<file path="config.mk">
export PLATFORM = sky130hd
export DESIGN_NAME = self_organizing_list_search
export DESIGN_NICKNAME = d
export VERILOG_FILES = /design/src/rtl/core/sols_pkg.sv /design/src/rtl/core/sols_cell.sv /design/src/rtl/core/self_organizing_list_search.sv
export VERILOG_INCLUDE_DIRS = /design/src /design/src/rtl/core
export SDC_FILE = /design/constraint.sdc
export NUM_CORES = 2
export LEC_CHECK = 0
export BUFFER_PORTS_ARGS = -buffer_cell sky130_fd_sc_hd__buf_2
export CAP_MARGIN = 20
export CORE_MARGIN = 4
export CORE_UTILIZATION = 51
export CTS_CLUSTER_DIAMETER = 30
export DETAILED_ROUTE_END_ITERATION = 10
export GPL_TIMING_DRIVEN = 1
export HOLD_SLACK_MARGIN = 0.15
export PLACE_DENSITY = 0.67
export SLEW_MARGIN = 10
export SYNTH_ARGS = -nofsm -noshare
export SYNTH_HDL_FRONTEND = slang
export SYNTH_HIERARCHICAL = 1
export SYNTH_SLANG_ARGS = --single-unit
</file>
<file path="constraint.sdc">
create_clock -name clk -period 7.9 [get_ports clk]
set_input_delay 2.37 -clock clk [delete_from_list [all_inputs] [get_ports clk]]
set_output_delay 2.37 -clock clk [all_outputs]
set_load 0.03 [all_outputs]
</file>
<file path="src/rtl/core/assert_macros.svh">
// ----------------------------------------------------------------------------
// Assertion macros
// Concurrent assertion wrappers; empty when SYNTHESIS is defined.
// ----------------------------------------------------------------------------
`ifndef ASSERT_MACROS_SVH
`define ASSERT_MACROS_SVH
`ifndef SYNTHESIS
`define SOLS_ASSERT(label, clk, rst_n, prop) \
  label: assert property (@(posedge clk) disable iff (!rst_n) prop) \
    else $error("assertion failed");
`define SOLS_ASSERT_NEVER(label, clk, rst_n, cond) \
  label: assert property (@(posedge clk) disable iff (!rst_n) !(cond)) \
    else $error("forbidden condition seen");
`else
`define SOLS_ASSERT(label, clk, rst_n, prop)
`define SOLS_ASSERT_NEVER(label, clk, rst_n, cond)
`endif
`endif

</file>
<file path="src/rtl/core/sols_pkg.sv">
// ----------------------------------------------------------------------------
// sols_pkg
// Shared types and constants of the self-organizing list search block.
// ----------------------------------------------------------------------------
package sols_pkg;

  localparam int CAPACITY_DEF = 32;
  localparam int KEY_W        = 32;
  localparam int PL_W         = 32;
  localparam int HIT_W        = 8;
  localparam int POS_W        = 6;
  localparam int CFG_AW       = 3;
  localparam int CFG_DW       = 32;

  localparam logic [HIT_W-1:0] HIT_MAX      = 8'hFF;
  localparam logic [HIT_W-1:0] THRESH_RESET = 8'd3;

  // Configuration word index (paddr[2])
  localparam logic REG_THRESH = 1'b0;

  typedef enum logic [1:0] {
    ST_HIT      = 2'd0,
    ST_MISS     = 2'd1,
    ST_INSERTED = 2'd2,
    ST_FULL     = 2'd3
  } status_t;

  typedef enum logic {
    OP_SEARCH = 1'b0,
    OP_INSERT = 1'b1
  } opcode_t;

  typedef struct packed {
    logic signed [KEY_W-1:0] key;
    logic [PL_W-1:0]         payload;
    logic [HIT_W-1:0]        hits;
  } entry_t;

  typedef struct packed {
    logic load;   // take the broadcast entry
    logic shift;  // take the predecessor's entry
  } cell_ctrl_t;

endpackage

</file>
<file path="src/rtl/core/sols_cell.sv">
// ----------------------------------------------------------------------------
// sols_cell
// One list slot: holds an entry, compares it to the search key, and loads
// either the broadcast entry or its predecessor's entry.
// ----------------------------------------------------------------------------
module sols_cell (
  input  logic                           clk,
  input  sols_pkg::cell_ctrl_t           ctrl_i,
  input  sols_pkg::entry_t               prev_i,
  input  sols_pkg::entry_t               bcast_i,
  input  logic signed [sols_pkg::KEY_W-1:0] key_i,
  output sols_pkg::entry_t               q_o,
  output logic                           match_o
);
  import sols_pkg::*;

  entry_t ent_r;

  always_ff @(posedge clk) begin
    if (ctrl_i.load) begin
      ent_r <= bcast_i;
    end else if (ctrl_i.shift) begin
      ent_r <= prev_i;
    end
  end

  assign q_o     = ent_r;
  assign match_o = (ent_r.key == key_i);

endmodule

</file>
<file path="src/rtl/core/self_organizing_list_search.sv">
// ----------------------------------------------------------------------------
// self_organizing_list_search
// Bounded self-organizing list (transpose / move-to-front) built as a chain
// of slot cells with a broadcast key compare.
// ----------------------------------------------------------------------------
//
//  Channel  | Handshake                    | Payload
//  ---------+------------------------------+------------------------------------
//  input    | in_valid / in_ready          | in_opcode, in_key, in_payload
//  result   | out_valid / out_ready        | out_status, out_position,
//           |                              | out_found_payload, out_hit_count
//  config   | psel, penable, pwrite, pready| paddr, pwdata, prdata
//
//  Steps: an insert is accepted, then written to the slot past the tail unless
//  the list is full; a search runs accept, key compare in all cells, first-match
//  select, gather of the hit entry and move/swap in the chain. The first-match select and the
//  gather over all cells set the search latency.
//  Reset: rst_n is synchronous, active low; it empties the list and sets
//  promote_threshold to 3. No clearing pass: slot contents need no reset.
//  Stalls: one result register; while it is occupied and out_ready is low
//  the block holds its final step and accepts nothing new.
//
`include "assert_macros.svh"

module self_organizing_list_search #(
  parameter int CAPACITY = sols_pkg::CAPACITY_DEF
) (
  input  logic                              clk,
  input  logic                              rst_n,
  // input channel
  input  logic                              in_valid,
  output logic                              in_ready,
  input  logic                              in_opcode,
  input  logic signed [sols_pkg::KEY_W-1:0] in_key,
  input  logic [sols_pkg::PL_W-1:0]         in_payload,
  // result channel
  output logic                              out_valid,
  input  logic                              out_ready,
  output logic [1:0]                        out_status,
  output logic [sols_pkg::POS_W-1:0]        out_position,
  output logic [sols_pkg::PL_W-1:0]         out_found_payload,
  output logic [sols_pkg::HIT_W-1:0]        out_hit_count,
  // configuration port
  input  logic                              psel,
  input  logic                              penable,
  input  logic                              pwrite,
  input  logic [sols_pkg::CFG_AW-1:0]       paddr,
  input  logic [sols_pkg::CFG_DW-1:0]       pwdata,
  output logic [sols_pkg::CFG_DW-1:0]       prdata,
  output logic                              pready
);
  import sols_pkg::*;

  localparam int CW = $clog2(CAPACITY + 1);
  localparam logic [CAPACITY-1:0] FRONT_BIT = CAPACITY'(1);

  typedef enum logic [4:0] {
    ST_IDLE = 5'b00001,
    ST_CMP  = 5'b00010,
    ST_SEL  = 5'b00100,
    ST_READ = 5'b01000,
    ST_MOVE = 5'b10000
  } state_t;

  state_t state_r, state_nxt;

  // command held for the whole transaction
  logic                    cmd_op_r;
  logic signed [KEY_W-1:0] cmd_key_r;
  logic [PL_W-1:0]         cmd_pl_r;

  logic [CAPACITY-1:0] match_r, onehot_r, prior_r;
  logic [CAPACITY-1:0] match_raw, valid_vec;
  logic [PL_W-1:0]     hit_pl_r, gath_pl;
  logic [HIT_W-1:0]    hit_h_r, gath_h, h_new;
  logic [CW-1:0]       pos_r, gath_pos;
  logic [CW-1:0]       total_r, total_nxt;
  logic [HIT_W-1:0]    thr_r;

  logic                out_valid_r, out_valid_nxt;
  status_t             out_status_r, out_status_nxt;
  logic [POS_W-1:0]    out_pos_r, out_pos_nxt;
  logic [PL_W-1:0]     out_pl_r, out_pl_nxt;
  logic [HIT_W-1:0]    out_hc_r, out_hc_nxt;

  logic                slot_free, found, promote;
  logic [CAPACITY-1:0] ld_vec, sh_vec, ins_vec;
  entry_t              bcast;
  entry_t              cell_q [CAPACITY];

  // ---------------------------------------------------------------------------
  // Chain of slots: slot 0 is the front of the list
  // ---------------------------------------------------------------------------
  for (genvar g = 0; g < CAPACITY; g++) begin : g_slot
    entry_t     prev;
    cell_ctrl_t ctrl;

    if (g == 0) begin : g_front
      assign prev = '0;
    end else begin : g_rest
      assign prev = cell_q[g-1];
    end

    assign ctrl.load    = ld_vec[g];
    assign ctrl.shift   = sh_vec[g];
    // slot holds a live entry when it sits below the fill count
    assign valid_vec[g] = (CW'(g) < total_r);
    // insert lands on the slot just past the tail
    assign ins_vec[g]   = (CW'(g) == total_r);

    sols_cell u_slot (
      .clk     (clk),
      .ctrl_i  (ctrl),
      .prev_i  (prev),
      .bcast_i (bcast),
      .key_i   (cmd_key_r),
      .q_o     (cell_q[g]),
      .match_o (match_raw[g])
    );
  end

  // ---------------------------------------------------------------------------
  // Gather the selected entry (one-hot select, OR over slots)
  // ---------------------------------------------------------------------------
  always_comb begin
    gath_pl  = '0;
    gath_h   = '0;
    gath_pos = '0;
    for (int i = 0; i < CAPACITY; i++) begin
      if (onehot_r[i]) begin
        gath_pl  = gath_pl | cell_q[i].payload;
        gath_h   = gath_h | cell_q[i].hits;
        gath_pos = gath_pos | CW'(i + 1);
      end
    end
  end

  assign found     = |onehot_r;
  assign h_new     = (hit_h_r == HIT_MAX) ? hit_h_r : hit_h_r + HIT_W'(1);
  // above the threshold the hit entry jumps to the front
  assign promote   = (h_new > thr_r);
  assign slot_free = !out_valid_r || out_ready;

  // ---------------------------------------------------------------------------
  // Sequencer and chain control
  // ---------------------------------------------------------------------------
  always_comb begin
    state_nxt      = state_r;
    total_nxt      = total_r;
    ld_vec         = '0;
    sh_vec         = '0;
    bcast.key      = cmd_key_r;
    bcast.payload  = cmd_pl_r;
    bcast.hits     = '0;
    // drop the result once it is taken
    out_valid_nxt  = out_valid_r && !out_ready;
    out_status_nxt = out_status_r;
    out_pos_nxt    = out_pos_r;
    out_pl_nxt     = out_pl_r;
    out_hc_nxt     = out_hc_r;

    unique case (state_r)
      ST_IDLE: begin
        if (in_valid) begin
          state_nxt = ST_CMP;
        end
      end
      ST_CMP: begin
        if (cmd_op_r == OP_INSERT) begin
          if (slot_free) begin
            state_nxt     = ST_IDLE;
            out_valid_nxt = 1'b1;
            out_pl_nxt    = '0;
            out_hc_nxt    = '0;
            if (total_r == CW'(CAPACITY)) begin
              out_status_nxt = ST_FULL;
              out_pos_nxt    = '0;
            end else begin
              ld_vec         = ins_vec;
              total_nxt      = total_r + CW'(1);
              out_status_nxt = ST_INSERTED;
              out_pos_nxt    = POS_W'(total_r + CW'(1));
            end
          end
        end else begin
          state_nxt = ST_SEL;
        end
      end
      ST_SEL: begin
        state_nxt = ST_READ;
      end
      ST_READ: begin
        state_nxt = ST_MOVE;
      end
      ST_MOVE: begin
        if (slot_free) begin
          state_nxt     = ST_IDLE;
          out_valid_nxt = 1'b1;
          bcast.payload = hit_pl_r;
          bcast.hits    = h_new;
          if (found) begin
            out_status_nxt = ST_HIT;
            out_pos_nxt    = POS_W'(pos_r);
            out_pl_nxt     = hit_pl_r;
            out_hc_nxt     = h_new;
            priority if (onehot_r[0]) begin
              // hit at the front: update the count in place
              ld_vec = onehot_r;
            end else if (!promote) begin
              // transpose with the predecessor
              sh_vec = onehot_r;
              ld_vec = onehot_r >> 1;
            end else begin
              // move to front: everything ahead of the hit shifts back
              sh_vec = (prior_r | onehot_r) & ~FRONT_BIT;
              ld_vec = FRONT_BIT;
            end
          end else begin
            out_status_nxt = ST_MISS;
            out_pos_nxt    = '0;
            out_pl_nxt     = '0;
            out_hc_nxt     = '0;
          end
        end
      end
      default: begin
        state_nxt = ST_IDLE;
      end
    endcase
  end

  assign in_ready = (state_r == ST_IDLE);

  // control state
  always_ff @(posedge clk) begin
    if (!rst_n) begin
      state_r     <= ST_IDLE;
      total_r     <= '0;
      out_valid_r <= 1'b0;
      thr_r       <= THRESH_RESET;
    end else begin
      state_r     <= state_nxt;
      total_r     <= total_nxt;
      out_valid_r <= out_valid_nxt;
      if (psel && penable && pwrite && (paddr[2] == REG_THRESH)) begin
        thr_r <= pwdata[HIT_W-1:0];
      end
    end
  end

  // datapath registers
  always_ff @(posedge clk) begin
    if (in_valid && in_ready) begin
      cmd_op_r  <= in_opcode;
      cmd_key_r <= in_key;
      cmd_pl_r  <= in_payload;
    end
    if (state_r == ST_CMP) begin
      match_r <= match_raw & valid_vec;
    end
    if (state_r == ST_SEL) begin
      // isolate the first match from the front
      onehot_r <= match_r & (~match_r + CAPACITY'(1));
    end
    if (state_r == ST_READ) begin
      prior_r  <= onehot_r - CAPACITY'(1);
      hit_pl_r <= gath_pl;
      hit_h_r  <= gath_h;
      pos_r    <= gath_pos;
    end
    out_status_r <= out_status_nxt;
    out_pos_r    <= out_pos_nxt;
    out_pl_r     <= out_pl_nxt;
    out_hc_r     <= out_hc_nxt;
  end

  assign out_valid         = out_valid_r;
  assign out_status        = out_status_r;
  assign out_position      = out_pos_r;
  assign out_found_payload = out_pl_r;
  assign out_hit_count     = out_hc_r;

  // configuration read-back
  assign pready = 1'b1;
  assign prdata = (paddr[2] == REG_THRESH) ? CFG_DW'(thr_r) : '0;

  // ---------------------------------------------------------------------------
  // Assertions
  // ---------------------------------------------------------------------------
  `SOLS_ASSERT(a_sel_onehot, clk, rst_n, (state_r == ST_READ) |-> $onehot0(onehot_r))
  `SOLS_ASSERT_NEVER(a_total_bound, clk, rst_n, total_r > CW'(CAPACITY))
  `SOLS_ASSERT(a_result_src, clk, rst_n, $rose(out_valid_r) |-> ($past(state_r) == ST_CMP) || ($past(state_r) == ST_MOVE))
  `SOLS_ASSERT(a_total_only_insert, clk, rst_n, (state_r != ST_CMP) |=> $stable(total_r))
  `SOLS_ASSERT(a_miss_keeps_total, clk, rst_n, (state_r == ST_MOVE) && !found |=> $stable(total_r))

endmodule

</file>
==> impl_results.md <==
* Largest family of logic cells by synthesized area: multiplexers
* Vias in the first global route at 83817
* Final hold slack at 0.460 ns
* Outcome: finished clean
* Synth Area in Adders at 0.00127
* Arrival @ worst endpoint at 7.26 ns
* Post-synthesis sequential area ratio at 0.601
* Die H at 510 um
* Post-synthesis compound-gate area fraction at 0.0462
* Post-CTS Setup Bufs at 0
* Post-synthesis cell count at 8303
* Ys async rst share at 0
* TNS Setup at 0 ns
* Final hold violations at 0
* Clk root buf: clkbuf_16
* Synth Flop Type: edfxtp_1
* Crit path launch type: flop
* Dpl hpwl at 229 mm
* Core Region at 251000 sq um
* Post-Place Worst Slack at 1.47 ns
* Worst-path clk slew at 0.05 ns
* Layout cells sized above 1 at 0.389
* Cell Pwr Density at 268 nW/um^2
* Clk_lat worst skew at 0.96 ns
* FMAX at 0.149 GHz
* Metal2 WL at 182 mm
* Most common cell in the netlist: edfxtp_1
* Multiplexer share of the synthesized area at 0.204
* Routed Antenna Nets at 0
* Critical Path RT at 8.45 ns
* Largest net degree at the start of global routing at 73
* CP Capture Type: flop
* Worst vdd ir at 0.000251 V
* Initial antenna violation count at 16
* Fin Clk Skew at 0.0591 ns
* Gp weighted congestion at 0.879
* EDFF count, synth at 2558
* Num CTS Buffers at 577
* Slew margin rel. at 0.140
* CP Max Fanout at 22
* Die X at 510 um
* Top cells by count, synth: edfxtp_1, mux2_2, xor2_1, a22oi_1, nor4_1
* Largest cells by area after synthesis: edfxtp_1, mux2_2, xor2_1
* Placed cell area at 133000 sq um
* Syn avg cell area at 15.5 sq um
* Die area at 260000 sq um
* GRT overflow at 0
* Detailed Routing Iterations Pass 1 at 9
* Placed Cells at 11622
* Syn. warnings at 6
* Min-Delay Path Class: reg -> reg
* Worst setup margin at 1.19 ns
* Top sig layer: met5
* MaxCap Viol Count at 0
* Tcrit/Tclk final at 0.849
* Area grow syn2layout at 18.3%
* First-pass GRT wire length at 590 mm
* Slew @ Worst Pin at 1.29 ns
* FF-to-FF path depth at 17
* Post-Synth XOR/XNOR Area at 0.0727
* Cts repair resizes at 0
* Row cnt at 184
* Post-route cell area at 152000 sq um
* Hold path depth at 2
* RSZ-0062 raised after global routing: false
* Flops & latches, synth at 2578
* Post-Synth Simple-Gate Area at 0.0443
* Initial Util at 0.512
* Dominant cell type by area after synthesis: edfxtp_1
* Final WL at 417 mm
* Vias per cell at 6.57
* WL met1 at 151 mm
* Hold-fix buffers, CTS at 0
* Max-slew violations at 0
* Metal3 WL at 59.0 mm
* Yosys top cell area share at 0.598
* Clk buf depth at 4
* Post-synthesis cell area at 128000 sq um
* Synth cell types at 57
* Gr usage total at 0.313
* Port bufs at 138
* CTS H-tree depth at 6
* Leakage at 50.7 nW
* Wire per inst at 32.9 um
* Finish-stage setup viols at 0
* Vias at 83199
* TritonCTS clock tree: done
* Finished Layout Cells at 12654
* Clk sinks at 2578
* Filler cells at 18653
* Iter 0 DRT Violations at 11909
* Nets at 8973
* Io pins at 190
* DRC Markers at 0
* Setup CP Type: reg -> reg
* Post-route minimum period at 6.71 ns
## stage by stage
stage,utilization,power [mW]
3_3_place_gp,0.530,17.3
2_1_floorplan,-,16.7
6_report,0.606,40.7
5_1_grt,0.605,41.8
3_5_place_dp,0.530,17.4
4_1_cts,0.605,40.8
## cell type report
class | count | area (sq um) | share of cell area
inverter | 31 | 116 | 0.000766
clock buffer | 675 | 15200 | 0.100
sequential | 2578 | 77200 | 0.508
clock inverter | 348 | 3810 | 0.0250
tap | 3348 | 4190 | 0.0276
timing repair buffer | 367 | 3030 | 0.0199
multi-input combinational | 5298 | 48400 | 0.318
antenna | 9 | 22.5 | 0.000148
## routing by layer
metal	vias to the layer above	GRT usage
met1	41387	0.403
li1	33801	-
met3	1674	0.105
met4	10	0.158
met5	-	0.00694
met2	6327	0.473
## power breakdown
part           switching (mW)  internal (mW)
Combinational            1.41          0.580
Sequential              0.126           15.0
Clock                    7.62           15.9
Total                    9.16           31.5
## sequential cells by signal, summed over array words and instances, names as in the netlist, 31 cells and up
| name | count |
|---|---|
| prior_r | 31 |
| g_slot.u_slot/q_o | 2304 |
| hit_pl_r | 32 |
| cmd_pl_r | 32 |
| match_r | 32 |
| onehot_r | 32 |
| cmd_key_r | 32 |
| out_found_payload | 32 |
## cell families after synthesis
| logic type | count (synthesis) |
|---|---|
| multiplexers | 2333 |
| AO/OA/AOI/OAI | 773 |
| adder cells (fa/ha/maj) | 13 |
| AND/OR/NAND/NOR | 1015 |
| flip-flops | 2578 |
| XOR/XNOR | 1066 |
| buffers and inverters | 523 |
| other | 2 |
## final timing paths
path              start                        end  slack, ns
max          hit_h_r[0]  g_slot[13].u_slot/q_o[16]       1.19
min            thr_r[2]                   thr_r[2]       0.46
max reg2reg  hit_h_r[0]  g_slot[13].u_slot/q_o[16]       1.19
min reg2reg    thr_r[2]                   thr_r[2]       0.46
## layout by cell type, fill, tap and decap left out, drive strengths merged, types with 23 or more instances in the layout
cell         n
a221oi      80
a22o       109
a22oi      481
and3        38
buf        367
bufinv      68
clkbuf     675
clkinv     205
clkinvlp    47
conb        98
edfxtp    2558
inv         59
mux2      2304
mux2i       29
nand2      149
nand3      105
nand4      148
nor2       110
nor4       272
o21ai       23
or2         36
or4         54
xor2      1053
## worst max-delay path, stage by stage (launching register included)
cell      delay (ns)
edfxtp_1        0.42
ha_1            0.22
nand3_1         0.12
nor2_1          0.19
nand3_1         0.26
nand2_1         0.17
xor2_1          0.44
inv_1           0.09
ha_1            0.30
a211o_1         0.25
o211ai_1        0.10
nand4b_1        0.15
and3_1          0.44
a21o_2          0.63
buf_4           0.37
o22ai_4         0.79
or2_4           0.80
buf_4           0.52
Power figures use the tool's default switching activity.
